$ cat src/rtl/dtbr_pkg.sv
// ----------------------------------------------------------------------------
// dtbr_pkg: shared types and constants for the dual-table bit remapper
// Table geometry, command codes, sequencer states and default table contents.
// ----------------------------------------------------------------------------
package dtbr_pkg;

  // table geometry
  localparam int TABLE_ENTRIES = 128;
  localparam int IDX_W         = $clog2(TABLE_ENTRIES);
  localparam int LIM_W         = $clog2(TABLE_ENTRIES + 1);
  localparam int TGT_W         = 7;
  localparam int MAP_W         = 128;
  localparam int HALF_W        = 64;
  localparam int ALT_OFFSET    = 64;
  localparam int ENTRY_W       = 2 * TGT_W;

  // field widths
  localparam int CMD_W  = 2;
  localparam int BYTE_W = 8;

  localparam logic [BYTE_W-1:0] OUT_OF_RANGE = 8'hFF;
  localparam logic [BYTE_W-1:0] CNT_RESET    = 8'd128;

  // commands
  typedef enum logic [CMD_W-1:0] {
    CMD_REMAP = 2'd0,
    CMD_SET   = 2'd1,
    CMD_GET   = 2'd2,
    CMD_RESET = 2'd3
  } cmd_t;

  // sequencer states
  typedef enum logic [2:0] {
    S_IDLE,
    S_RUN,
    S_FIN,
    S_EXEC,
    S_GET,
    S_DONE
  } state_t;

  // default table entry: identity for normal, half-rotation for alternate
  function automatic logic [TGT_W-1:0] def_target(input logic alt,
                                                  input logic [IDX_W-1:0] idx);
    logic [TGT_W-1:0] base;
    base = TGT_W'(idx);
    return alt ? (base + TGT_W'(ALT_OFFSET)) : base;
  endfunction

endpackage

$ cat src/rtl/dtbr_in_if.sv
// ----------------------------------------------------------------------------
// dtbr_in_if: input item channel
// Valid/ready handshake with the command and bitmap payload.
// ----------------------------------------------------------------------------
interface dtbr_in_if;
  logic        valid;
  logic        ready;
  logic [1:0]  command;
  logic        alt_mode;
  logic [63:0] bits_low;
  logic [63:0] bits_high;
  logic [7:0]  source_index;
  logic [7:0]  target_normal;
  logic [7:0]  target_alt;

  modport source (output valid, command, alt_mode, bits_low, bits_high, source_index,
                  target_normal, target_alt, input ready);
  modport sink (input valid, command, alt_mode, bits_low, bits_high, source_index,
                target_normal, target_alt, output ready);
endinterface

$ cat src/rtl/dtbr_out_if.sv
// ----------------------------------------------------------------------------
// dtbr_out_if: result item channel
// Valid/ready handshake with the remapped bitmap, read-back and status.
// ----------------------------------------------------------------------------
interface dtbr_out_if;
  logic        valid;
  logic        ready;
  logic [63:0] mapped_low;
  logic [63:0] mapped_high;
  logic [7:0]  read_normal;
  logic [7:0]  read_alt;
  logic        status;

  modport source (output valid, mapped_low, mapped_high, read_normal, read_alt, status,
                  input ready);
  modport sink (input valid, mapped_low, mapped_high, read_normal, read_alt, status,
                output ready);
endinterface

$ cat src/rtl/dtbr_ram.sv
// ----------------------------------------------------------------------------
// dtbr_ram: generic single-write, single-read memory
// One write port and one read port with registered read data.
// ----------------------------------------------------------------------------
module dtbr_ram #(
  parameter int WIDTH = 8,
  parameter int DEPTH = 16
) (
  input  logic                     clk,
  input  logic                     we,
  input  logic [$clog2(DEPTH)-1:0] waddr,
  input  logic [WIDTH-1:0]         wdata,
  input  logic [$clog2(DEPTH)-1:0] raddr,
  output logic [WIDTH-1:0]         rdata
);

  logic [WIDTH-1:0] mem [DEPTH];

  // write port and registered read
  always_ff @(posedge clk) begin
    if (we) begin
      mem[waddr] <= wdata;
    end
    rdata <= mem[raddr];
  end

endmodule

$ cat src/rtl/dual_table_bit_remap_core.sv
// ----------------------------------------------------------------------------
// dual_table_bit_remap_core: programmable two-table bit remap crossbar
//
//   channel   direction  handshake      contents
//   in_chan   sink       valid/ready    command, alt_mode, bitmap, index, targets
//   out_chan  source     valid/ready    mapped bitmap, read-back pair, status
//   cfg_*     input      write enable   max_source_count
//
// A remap walks the source bitmap one bit per cycle, reading one table entry
// per cycle from the table RAM; it walks min(max_source_count, 128) bits and
// then passes S_FIN and S_DONE. Set and table reset pass S_EXEC and S_DONE,
// a get in range also S_GET. Entries carry a valid bit, so reset and the table
// reset command restore the defaults at once. A finished result waits in the
// output register while the next item is taken in; a stalled result holds the
// sequencer only when a second result is ready behind it.
// ----------------------------------------------------------------------------
module dual_table_bit_remap_core
  import dtbr_pkg::*;
(
  input  logic              clk,
  input  logic              rst_n,
  dtbr_in_if.sink           in_chan,
  dtbr_out_if.source        out_chan,
  input  logic              cfg_we,
  input  logic [BYTE_W-1:0] cfg_wdata
);

  // configuration and control
  logic [BYTE_W-1:0]        mcnt_r;
  state_t                   state_r, state_nxt;
  cmd_t                     cmd_r;
  logic                     alt_r;
  logic [BYTE_W-1:0]        idx_r, tn_r, ta_r;
  logic [LIM_W-1:0]         cnt_r, cnt_nxt, lim_r;
  logic [MAP_W-1:0]         src_r, src_nxt;
  logic [MAP_W-1:0]         res_r, res_nxt;
  logic [BYTE_W-1:0]        rdn_r, rdn_nxt, rda_r, rda_nxt;
  logic                     stat_r, stat_nxt;
  logic                     pend_r, pend_nxt, pbit_r, pbit_nxt;
  logic [IDX_W-1:0]         pidx_r, pidx_nxt;
  logic [TABLE_ENTRIES-1:0] vld_r, vld_nxt;
  logic                     accept;
  logic [LIM_W-1:0]         lim_in;

  // output register
  logic                     ovld_r, ovld_nxt;
  logic [MAP_W-1:0]         omap_r;
  logic [BYTE_W-1:0]        ordn_r, orda_r;
  logic                     ostat_r;
  logic                     load_out;

  // table RAM: normal target in the upper half, alternate in the lower
  logic                     ram_we;
  logic [IDX_W-1:0]         ram_waddr, ram_raddr;
  logic [ENTRY_W-1:0]       ram_wdata, ram_rdata;
  logic [TGT_W-1:0]         cur_n, cur_a, tgt;
  logic                     set_ok;

  dtbr_ram #(
    .WIDTH(ENTRY_W),
    .DEPTH(TABLE_ENTRIES)
  ) u_table (
    .clk  (clk),
    .we   (ram_we),
    .waddr(ram_waddr),
    .wdata(ram_wdata),
    .raddr(ram_raddr),
    .rdata(ram_rdata)
  );

  assign in_chan.ready = (state_r == S_IDLE);
  assign accept        = in_chan.valid && in_chan.ready;
  assign lim_in        = (mcnt_r > BYTE_W'(TABLE_ENTRIES)) ? LIM_W'(TABLE_ENTRIES)
                                                          : LIM_W'(mcnt_r);

  // entry read back, default where never written since reset
  assign cur_n = vld_r[pidx_r] ? ram_rdata[ENTRY_W-1:TGT_W] : def_target(1'b0, pidx_r);
  assign cur_a = vld_r[pidx_r] ? ram_rdata[TGT_W-1:0] : def_target(1'b1, pidx_r);
  assign tgt   = alt_r ? cur_a : cur_n;

  assign set_ok = (idx_r < BYTE_W'(TABLE_ENTRIES)) && (tn_r < CNT_RESET)
                  && (ta_r < CNT_RESET);

  // configuration register
  always_ff @(posedge clk) begin
    if (!rst_n) begin
      mcnt_r <= CNT_RESET;
    end else if (cfg_we) begin
      mcnt_r <= cfg_wdata;
    end
  end

  // state register and control state
  always_ff @(posedge clk) begin
    if (!rst_n) begin
      state_r <= S_IDLE;
      pend_r  <= 1'b0;
      vld_r   <= '0;
      ovld_r  <= 1'b0;
    end else begin
      state_r <= state_nxt;
      pend_r  <= pend_nxt;
      vld_r   <= vld_nxt;
      ovld_r  <= ovld_nxt;
    end
  end

  // item payload and work registers
  always_ff @(posedge clk) begin
    if (accept) begin
      cmd_r <= cmd_t'(in_chan.command);
      alt_r <= in_chan.alt_mode;
      idx_r <= in_chan.source_index;
      tn_r  <= in_chan.target_normal;
      ta_r  <= in_chan.target_alt;
      lim_r <= lim_in;
    end
    cnt_r  <= cnt_nxt;
    src_r  <= src_nxt;
    res_r  <= res_nxt;
    rdn_r  <= rdn_nxt;
    rda_r  <= rda_nxt;
    stat_r <= stat_nxt;
    pbit_r <= pbit_nxt;
    pidx_r <= pidx_nxt;
    if (load_out) begin
      omap_r  <= res_r;
      ordn_r  <= rdn_r;
      orda_r  <= rda_r;
      ostat_r <= stat_r;
    end
  end

  // next state and datapath control
  always_comb begin
    state_nxt = state_r;
    cnt_nxt   = cnt_r;
    src_nxt   = src_r;
    res_nxt   = res_r;
    rdn_nxt   = rdn_r;
    rda_nxt   = rda_r;
    stat_nxt  = stat_r;
    pend_nxt  = 1'b0;
    pbit_nxt  = pbit_r;
    pidx_nxt  = pidx_r;
    vld_nxt   = vld_r;
    ram_we    = 1'b0;
    ram_waddr = idx_r[IDX_W-1:0];
    ram_wdata = {tn_r[TGT_W-1:0], ta_r[TGT_W-1:0]};
    ram_raddr = idx_r[IDX_W-1:0];
    load_out  = 1'b0;

    // scatter the pending source bit into the result bitmap
    if (pend_r && pbit_r) begin
      res_nxt = res_r | (MAP_W'(1) << tgt);
    end

    unique case (state_r)
      S_IDLE: begin
        if (accept) begin
          cnt_nxt   = '0;
          src_nxt   = {in_chan.bits_high, in_chan.bits_low};
          res_nxt   = '0;
          rdn_nxt   = '0;
          rda_nxt   = '0;
          stat_nxt  = 1'b0;
          state_nxt = (cmd_t'(in_chan.command) == CMD_REMAP) ? S_RUN : S_EXEC;
        end
      end
      S_RUN: begin
        // one source bit and one table read per cycle
        ram_raddr = cnt_r[IDX_W-1:0];
        if (cnt_r < lim_r) begin
          pend_nxt = 1'b1;
          pbit_nxt = src_r[0];
          pidx_nxt = cnt_r[IDX_W-1:0];
          src_nxt  = src_r >> 1;
          cnt_nxt  = cnt_r + LIM_W'(1);
        end else begin
          state_nxt = S_FIN;
        end
      end
      S_FIN: begin
        state_nxt = S_DONE;
      end
      S_EXEC: begin
        pidx_nxt = idx_r[IDX_W-1:0];
        case (cmd_r)
          CMD_SET: begin
            if (set_ok) begin
              ram_we                    = 1'b1;
              vld_nxt[idx_r[IDX_W-1:0]] = 1'b1;
            end else begin
              stat_nxt = 1'b1;
            end
            state_nxt = S_DONE;
          end
          CMD_GET: begin
            if (idx_r < BYTE_W'(TABLE_ENTRIES)) begin
              state_nxt = S_GET;
            end else begin
              rdn_nxt   = OUT_OF_RANGE;
              rda_nxt   = OUT_OF_RANGE;
              state_nxt = S_DONE;
            end
          end
          default: begin
            vld_nxt   = '0;
            state_nxt = S_DONE;
          end
        endcase
      end
      S_GET: begin
        rdn_nxt   = BYTE_W'(cur_n);
        rda_nxt   = BYTE_W'(cur_a);
        state_nxt = S_DONE;
      end
      S_DONE: begin
        if (!ovld_r || out_chan.ready) begin
          load_out  = 1'b1;
          state_nxt = S_IDLE;
        end
      end
      default: begin
        state_nxt = S_IDLE;
      end
    endcase

    // output valid
    ovld_nxt = load_out ? 1'b1 : (ovld_r && !out_chan.ready);
  end

  // result channel
  assign out_chan.valid       = ovld_r;
  assign out_chan.mapped_low  = omap_r[HALF_W-1:0];
  assign out_chan.mapped_high = omap_r[MAP_W-1:HALF_W];
  assign out_chan.read_normal = ordn_r;
  assign out_chan.read_alt    = orda_r;
  assign out_chan.status      = ostat_r;

  // a new result only follows a finished item
  a_out_from_done: assert property (@(posedge clk) disable iff (!rst_n)
    (!$past(ovld_r) || $past(out_chan.ready)) && ovld_r |-> $past(state_r == S_DONE))
    else $error("result appeared without a finished item");

  // reject status only from a set
  a_stat_set: assert property (@(posedge clk) disable iff (!rst_n)
    (state_r == S_DONE) && stat_r |-> (cmd_r == CMD_SET))
    else $error("reject status on a non-set command");

  // no scatter pending while waiting for an item
  a_no_pend_idle: assert property (@(posedge clk) disable iff (!rst_n)
    (state_r == S_IDLE) |-> !pend_r)
    else $error("table read pending in idle");

  // walk counter stays within the source limit
  a_cnt_bound: assert property (@(posedge clk) disable iff (!rst_n)
    (state_r == S_RUN) |-> (cnt_r <= lim_r))
    else $error("source walk ran past its limit");

  // only a remap produces a bitmap
  a_map_zero: assert property (@(posedge clk) disable iff (!rst_n)
    (state_r == S_DONE) && (cmd_r != CMD_REMAP) |-> (res_r == '0))
    else $error("non-remap command left bitmap bits set");

endmodule
$ cat src/flat_wrapper.sv
// flat-port wrapper written by rule: the top's interface ports become plain ports
module dual_table_bit_remap_core_flat import dtbr_pkg::*;
  (clk, rst_n, cfg_we, cfg_wdata, in_chan_valid, in_chan_command, in_chan_alt_mode, in_chan_bits_low, in_chan_bits_high, in_chan_source_index, in_chan_target_normal, in_chan_target_alt, in_chan_ready, out_chan_valid, out_chan_mapped_low, out_chan_mapped_high, out_chan_read_normal, out_chan_read_alt, out_chan_status, out_chan_ready);
  dtbr_in_if in_chan_i ();
  dtbr_out_if out_chan_i ();
  input  logic clk;
  input  logic rst_n;
  input  logic cfg_we;
  input  logic [BYTE_W-1:0] cfg_wdata;
  input wire logic [$bits(in_chan_i.valid)-1:0] in_chan_valid;
  input wire logic [$bits(in_chan_i.command)-1:0] in_chan_command;
  input wire logic [$bits(in_chan_i.alt_mode)-1:0] in_chan_alt_mode;
  input wire logic [$bits(in_chan_i.bits_low)-1:0] in_chan_bits_low;
  input wire logic [$bits(in_chan_i.bits_high)-1:0] in_chan_bits_high;
  input wire logic [$bits(in_chan_i.source_index)-1:0] in_chan_source_index;
  input wire logic [$bits(in_chan_i.target_normal)-1:0] in_chan_target_normal;
  input wire logic [$bits(in_chan_i.target_alt)-1:0] in_chan_target_alt;
  output wire logic [$bits(in_chan_i.ready)-1:0] in_chan_ready;
  output wire logic [$bits(out_chan_i.valid)-1:0] out_chan_valid;
  output wire logic [$bits(out_chan_i.mapped_low)-1:0] out_chan_mapped_low;
  output wire logic [$bits(out_chan_i.mapped_high)-1:0] out_chan_mapped_high;
  output wire logic [$bits(out_chan_i.read_normal)-1:0] out_chan_read_normal;
  output wire logic [$bits(out_chan_i.read_alt)-1:0] out_chan_read_alt;
  output wire logic [$bits(out_chan_i.status)-1:0] out_chan_status;
  input wire logic [$bits(out_chan_i.ready)-1:0] out_chan_ready;
  assign in_chan_i.valid = in_chan_valid;
  assign in_chan_i.command = in_chan_command;
  assign in_chan_i.alt_mode = in_chan_alt_mode;
  assign in_chan_i.bits_low = in_chan_bits_low;
  assign in_chan_i.bits_high = in_chan_bits_high;
  assign in_chan_i.source_index = in_chan_source_index;
  assign in_chan_i.target_normal = in_chan_target_normal;
  assign in_chan_i.target_alt = in_chan_target_alt;
  assign in_chan_ready = in_chan_i.ready;
  assign out_chan_valid = out_chan_i.valid;
  assign out_chan_mapped_low = out_chan_i.mapped_low;
  assign out_chan_mapped_high = out_chan_i.mapped_high;
  assign out_chan_read_normal = out_chan_i.read_normal;
  assign out_chan_read_alt = out_chan_i.read_alt;
  assign out_chan_status = out_chan_i.status;
  assign out_chan_i.ready = out_chan_ready;
  dual_table_bit_remap_core u_core (.clk(clk), .rst_n(rst_n), .in_chan(in_chan_i), .out_chan(out_chan_i), .cfg_we(cfg_we), .cfg_wdata(cfg_wdata));
endmodule
$ cat config.mk
export PLATFORM = sky130hd
export DESIGN_NAME = dual_table_bit_remap_core_flat
export DESIGN_NICKNAME = d
export VERILOG_FILES = /design/src/rtl/dtbr_pkg.sv /design/src/rtl/dtbr_in_if.sv /design/src/rtl/dtbr_out_if.sv /design/src/rtl/dtbr_ram.sv /design/src/rtl/dual_table_bit_remap_core.sv /design/src/flat_wrapper.sv
export SDC_FILE = /design/constraint.sdc
export NUM_CORES = 2
export LEC_CHECK = 0
export BUFFER_PORTS_ARGS = -buffer_cell sky130_fd_sc_hd__buf_2
export CORE_MARGIN = 2
export CORE_UTILIZATION = 29
export CTS_CLUSTER_SIZE = 20
export DETAILED_ROUTE_END_ITERATION = 7
export GPL_TIMING_DRIVEN = 0
export HOLD_SLACK_MARGIN = 0.02
export PLACE_DENSITY_LB_ADDON = 0.3
export SLEW_MARGIN = 0
export SYNTH_ARGS = -nofsm -noshare
export SYNTH_HDL_FRONTEND = slang
export SYNTH_SLANG_ARGS = --single-unit
$ cat constraint.sdc
create_clock -name clk -period 14.15 [get_ports clk]
set_input_delay 0.7075 -clock clk [delete_from_list [all_inputs] [get_ports clk]]
set_output_delay 0.7075 -clock clk [all_outputs]
set_load 0.01 [all_outputs]
==> impl_metrics.yaml <==
outcome:
  status: "finished with violations"
  violations: "capacitance limit, slew limit"
sta:
  grt_setup_unrepaired: "false"
  final.min_clock_period_ns: 7.55
  finalWorstSetupSlack_ns: 6.60
  worst_pin_slew_ns: 1.63
  clock.fmax_ghz: 0.132
  relSlewSlack_pct: -8.75
  finalSetupTns_ns: 0
  slew_viol_final: 34
  setup_viol: 0
  hold_viol: 0
  fin_skew_ns: 0.0853
  post-route-period-util_pct: 53.4
pwr:
  ir_worst_vdd_mv: 0.113
  cellLeakagePower_nw: 38.3
  powerDensity_nw_per_um2: 205
  total_power_mw: 23.2
placement:
  gp_congestion: 0.981
  place_ws_ns: 7.03
  port_buffers: 313
  dp_hpwl_mm: 242
finish:
  final_nets: 8090
  fin_util_pct: 35.0
  drive_gt1_share_pct: 14.2
  area_growth_pct: 20.0
detailed_routing:
  dr.pass1.iters: 6
  drt_iter0_drc: 7472
  drt-total-wl_mm: 331
  drc: 0
  wl_per_cell_um: 26.6
  ant_nets: 0
  vias: 64200
  vias_per_cell: 5.15
die:
  die-height_um: 575
  num_rows: 209
  die_w_um: 575
  core_um2: 324000
  initial_core_util_pct: 29.1
  io_pins: 315
  dieArea_um2: 330000
min_path:
  hold_depth: 1
  holdPathEnd: "u_core.ta_r[5]$_DFFE_PP_"
  hp-class: "in -> reg"
  min_from: "in_chan_target_alt[5]"
global_routing:
  grt_overflow: 0
  grtUsageMet2_pct: 30.8
  grt_pass1_wl_mm: 461
  antenna_found_initial: 31
  busiest_layer: "met2"
  groute.usage.overall_pct: 19.4
  met1_usage_pct: 25.7
  gr-usage-met3_pct: 4.20
  grt_pass1_vias: 61300
  grt_max_degree: 71
clock_network:
  root_buffer: "clkbuf_16"
  cts_tree: "done"
  clockBufferDepth: 4
  post-cts-setup-buffers: 0
  cts_resized: 0
  htree_levels: 5
  clk_latency_ns: 0.89
  cts_sinks: 2414
  cts_buffers: 269
  path_clk_slew_ns: 0.06
synth:
  syn_nets: 7353
  syn_inst: 7177
  ys_ff_latch: 2414
  async_reset_ff_share_pct: 0
  yosys_warnings: 0
  synth-edff-count: 2131
  synth_area_um2: 94400
  synth-seq-area-share_pct: 73.8
  avgSynthCellArea_um2: 13.2
  synth.distinct_cells: 66
  synth_ff_type: "edfxtp_1"
setup_path:
  worstRegToRegCells: 12
  critPathRequiredTime_ns: 14.72
  cp-start-kind: "register"
  arrival_ns: 8.12
  rr_startpoint: "u_core.state_r[0]$_SDFFE_PN0P_"
  rr_endpoint: "u_core.u_table.rdata[7]$_DFF_P_"
  crit_slowest_cell: "nor4_1"
  r2r_slack_ns: 6.60
  critPathKind: "reg -> reg"
  cp-end-kind: "register"
  cpMostUsedCell: "clkbuf_1"
  crit_fanout: 10
  cp_cell_sequence: "or3b_1 -> buf_2 -> mux2_2 -> clkbuf_1 -> clkbuf_1 -> clkbuf_1 -> nand2_1 -> a311oi_1 -> a31oi_1 -> a211oi_1 -> a211oi_1 -> nor4_1"
  slowest_delay_ns: 1.30
run:
  max-cap-violations: 7
## cell usage in the layout (no fill, tap or decap), types with 9 or more instances in the layout
cell type / instances
bufinv_16: 13
inv_1: 14
edfxtp_1: 2131
o31ai_1: 17
nor2b_1: 27
a31oi_1: 134
mux2i_1: 41
clkbuf_1: 450
nand2b_1: 11
o21ai_0: 61
nor3_1: 33
buf_1: 37
dlygate4sd3_1: 21
nor2_1: 220
clkinv_1: 60
a311oi_1: 336
mux2_2: 139
clkbuf_16: 274
diode_2: 17
buf_2: 366
dfxtp_1: 283
and3_1: 230
a211oi_1: 113
o21ai_2: 10
buf_8: 28
mux4_2: 26
inv_6: 11
nor2_2: 77
buf_16: 86
nand2_1: 1917
clkinv_2: 41
buf_4: 9
nor4_1: 13
o21ai_1: 17
a21oi_1: 191
a22o_1: 65
nand3_1: 479
## kinds of logic (layout without fill, tap and decap cells)
group	Yosys count	after routing	share of synthesized area, %
muxes	210	210	2.78
xor gates and xnor gates	5	5	0.0464
other	0	17	0
DFF	2414	2414	73.8
and+or+nand+nor	3046	3046	13.7
buffers and inverters	521	1459	2.19
AOI/OAI and AO/OA	973	973	7.43
adders and majority gates	8	8	0.106
## stage by stage
step / cells / instance area [µm²] / hold WS [ns]
6_report: 12500 / 113000 / 0.0719
5_1_grt: 12400 / 113000 / 0.0452
4_1_cts: 12400 / 113000 / 0.0214
3_5_place_dp: 11900 / 105000 / 0.408
3_3_place_gp: 11800 / 101000 / 0.404
2_1_floorplan: 7177 / 94400 / 0.400
## worst max-delay path by stage
stage / from / cells after the start / endpoint
2_1_floorplan: out_chan_ready / 2 / u_core.omap_r[0]$_DFFE_PP_
3_3_place_gp: u_core.state_r[0]$_SDFFE_PN0P_ / 3 / u_core.out_chan.status$_DFFE_PP_
3_5_place_dp: u_core.state_r[0]$_SDFFE_PN0P_ / 12 / u_core.u_table.rdata[7]$_DFF_P_
4_1_cts: u_core.state_r[0]$_SDFFE_PN0P_ / 12 / u_core.u_table.rdata[7]$_DFF_P_
5_1_grt: u_core.state_r[0]$_SDFFE_PN0P_ / 12 / u_core.u_table.rdata[2]$_DFF_P_
6_report: u_core.state_r[0]$_SDFFE_PN0P_ / 12 / u_core.u_table.rdata[7]$_DFF_P_
## sequential cells by signal (all words and copies together), names as in the netlist, 14 cells and up
name	count
u_core.src_r	128
u_core.vld_r	128
u_core.u_table.rdata	14
u_core.u_table.mem	1792
u_core.omap_r	128
u_core.res_r	128
## cell type report
cell class | count | area (µm²)
Fill cell | 31400 | 211000
Sequential cell | 2414 | 69700
Multi-Input combinational cell | 4242 | 23000
Clock buffer | 328 | 7110
Tap cell | 4325 | 5410
Timing Repair Buffer | 466 | 4810
Buffer | 505 | 2010
Clock inverter | 144 | 1220
Inverter | 16 | 60.1
Antenna cell | 17 | 42.5
## synth_stat cells (5+ instances only)
library cell / number / share of area (%)
a211oi_1: 113 / 0.90
a21o_1: 7 / 0.056
a21oi_1: 192 / 1.0
a22o_1: 65 / 0.60
a311oi_1: 336 / 3.1
a31oi_1: 134 / 0.89
and3_1: 230 / 1.5
buf_1: 37 / 0.15
buf_2: 53 / 0.28
clkbuf_1: 407 / 1.6
dfxtp_1: 283 / 6.0
edfxtp_1: 2131 / 68
ha_1: 8 / 0.11
inv_1: 15 / 0.060
mux2_2: 139 / 1.7
mux2i_1: 42 / 0.45
mux4_2: 26 / 0.62
nand2_1: 1918 / 7.6
nand2b_1: 11 / 0.073
nand3_1: 479 / 2.5
nand4_1: 5 / 0.033
nor2_1: 298 / 1.2
nor2b_1: 27 / 0.18
nor3_1: 33 / 0.17
nor3b_1: 8 / 0.064
nor4_1: 15 / 0.099
o21ai_0: 61 / 0.32
o21ai_1: 17 / 0.090
o21ai_2: 10 / 0.093
o31ai_1: 18 / 0.14
## worst max-delay path, delay by kind of cell, from the launching register on
kind,cells,cell delay (ns)
buffers and inverters,4,2.50
muxes,1,0.45
AOI/OAI and AO/OA,4,2.12
DFF,1,0.39
and+or+nand+nor,3,1.77
## what timing repair did
action,CTS,global route
hold endpoints to repair,21,0
hold buffers,21,0
endpoints found under the setup margin,0,0
## routing by layer
layer | vias to the layer above | share of wire [%]
met4 | 8 | 4.4
met5 | - | 0.017
li1 | 28200 | -
met1 | 32200 | 41
met3 | 609 | 9.5
met2 | 3229 | 45
## power breakdown
part	switching [mW]	internal (mW)	total, mW
Sequential	0.161	8.41	8.57
Clock	2.90	3.83	6.74
Combinational	5.93	2.00	7.93
Total	9.00	14.2	23.2
No activity file was read; power rests on OpenSTA's default activity.
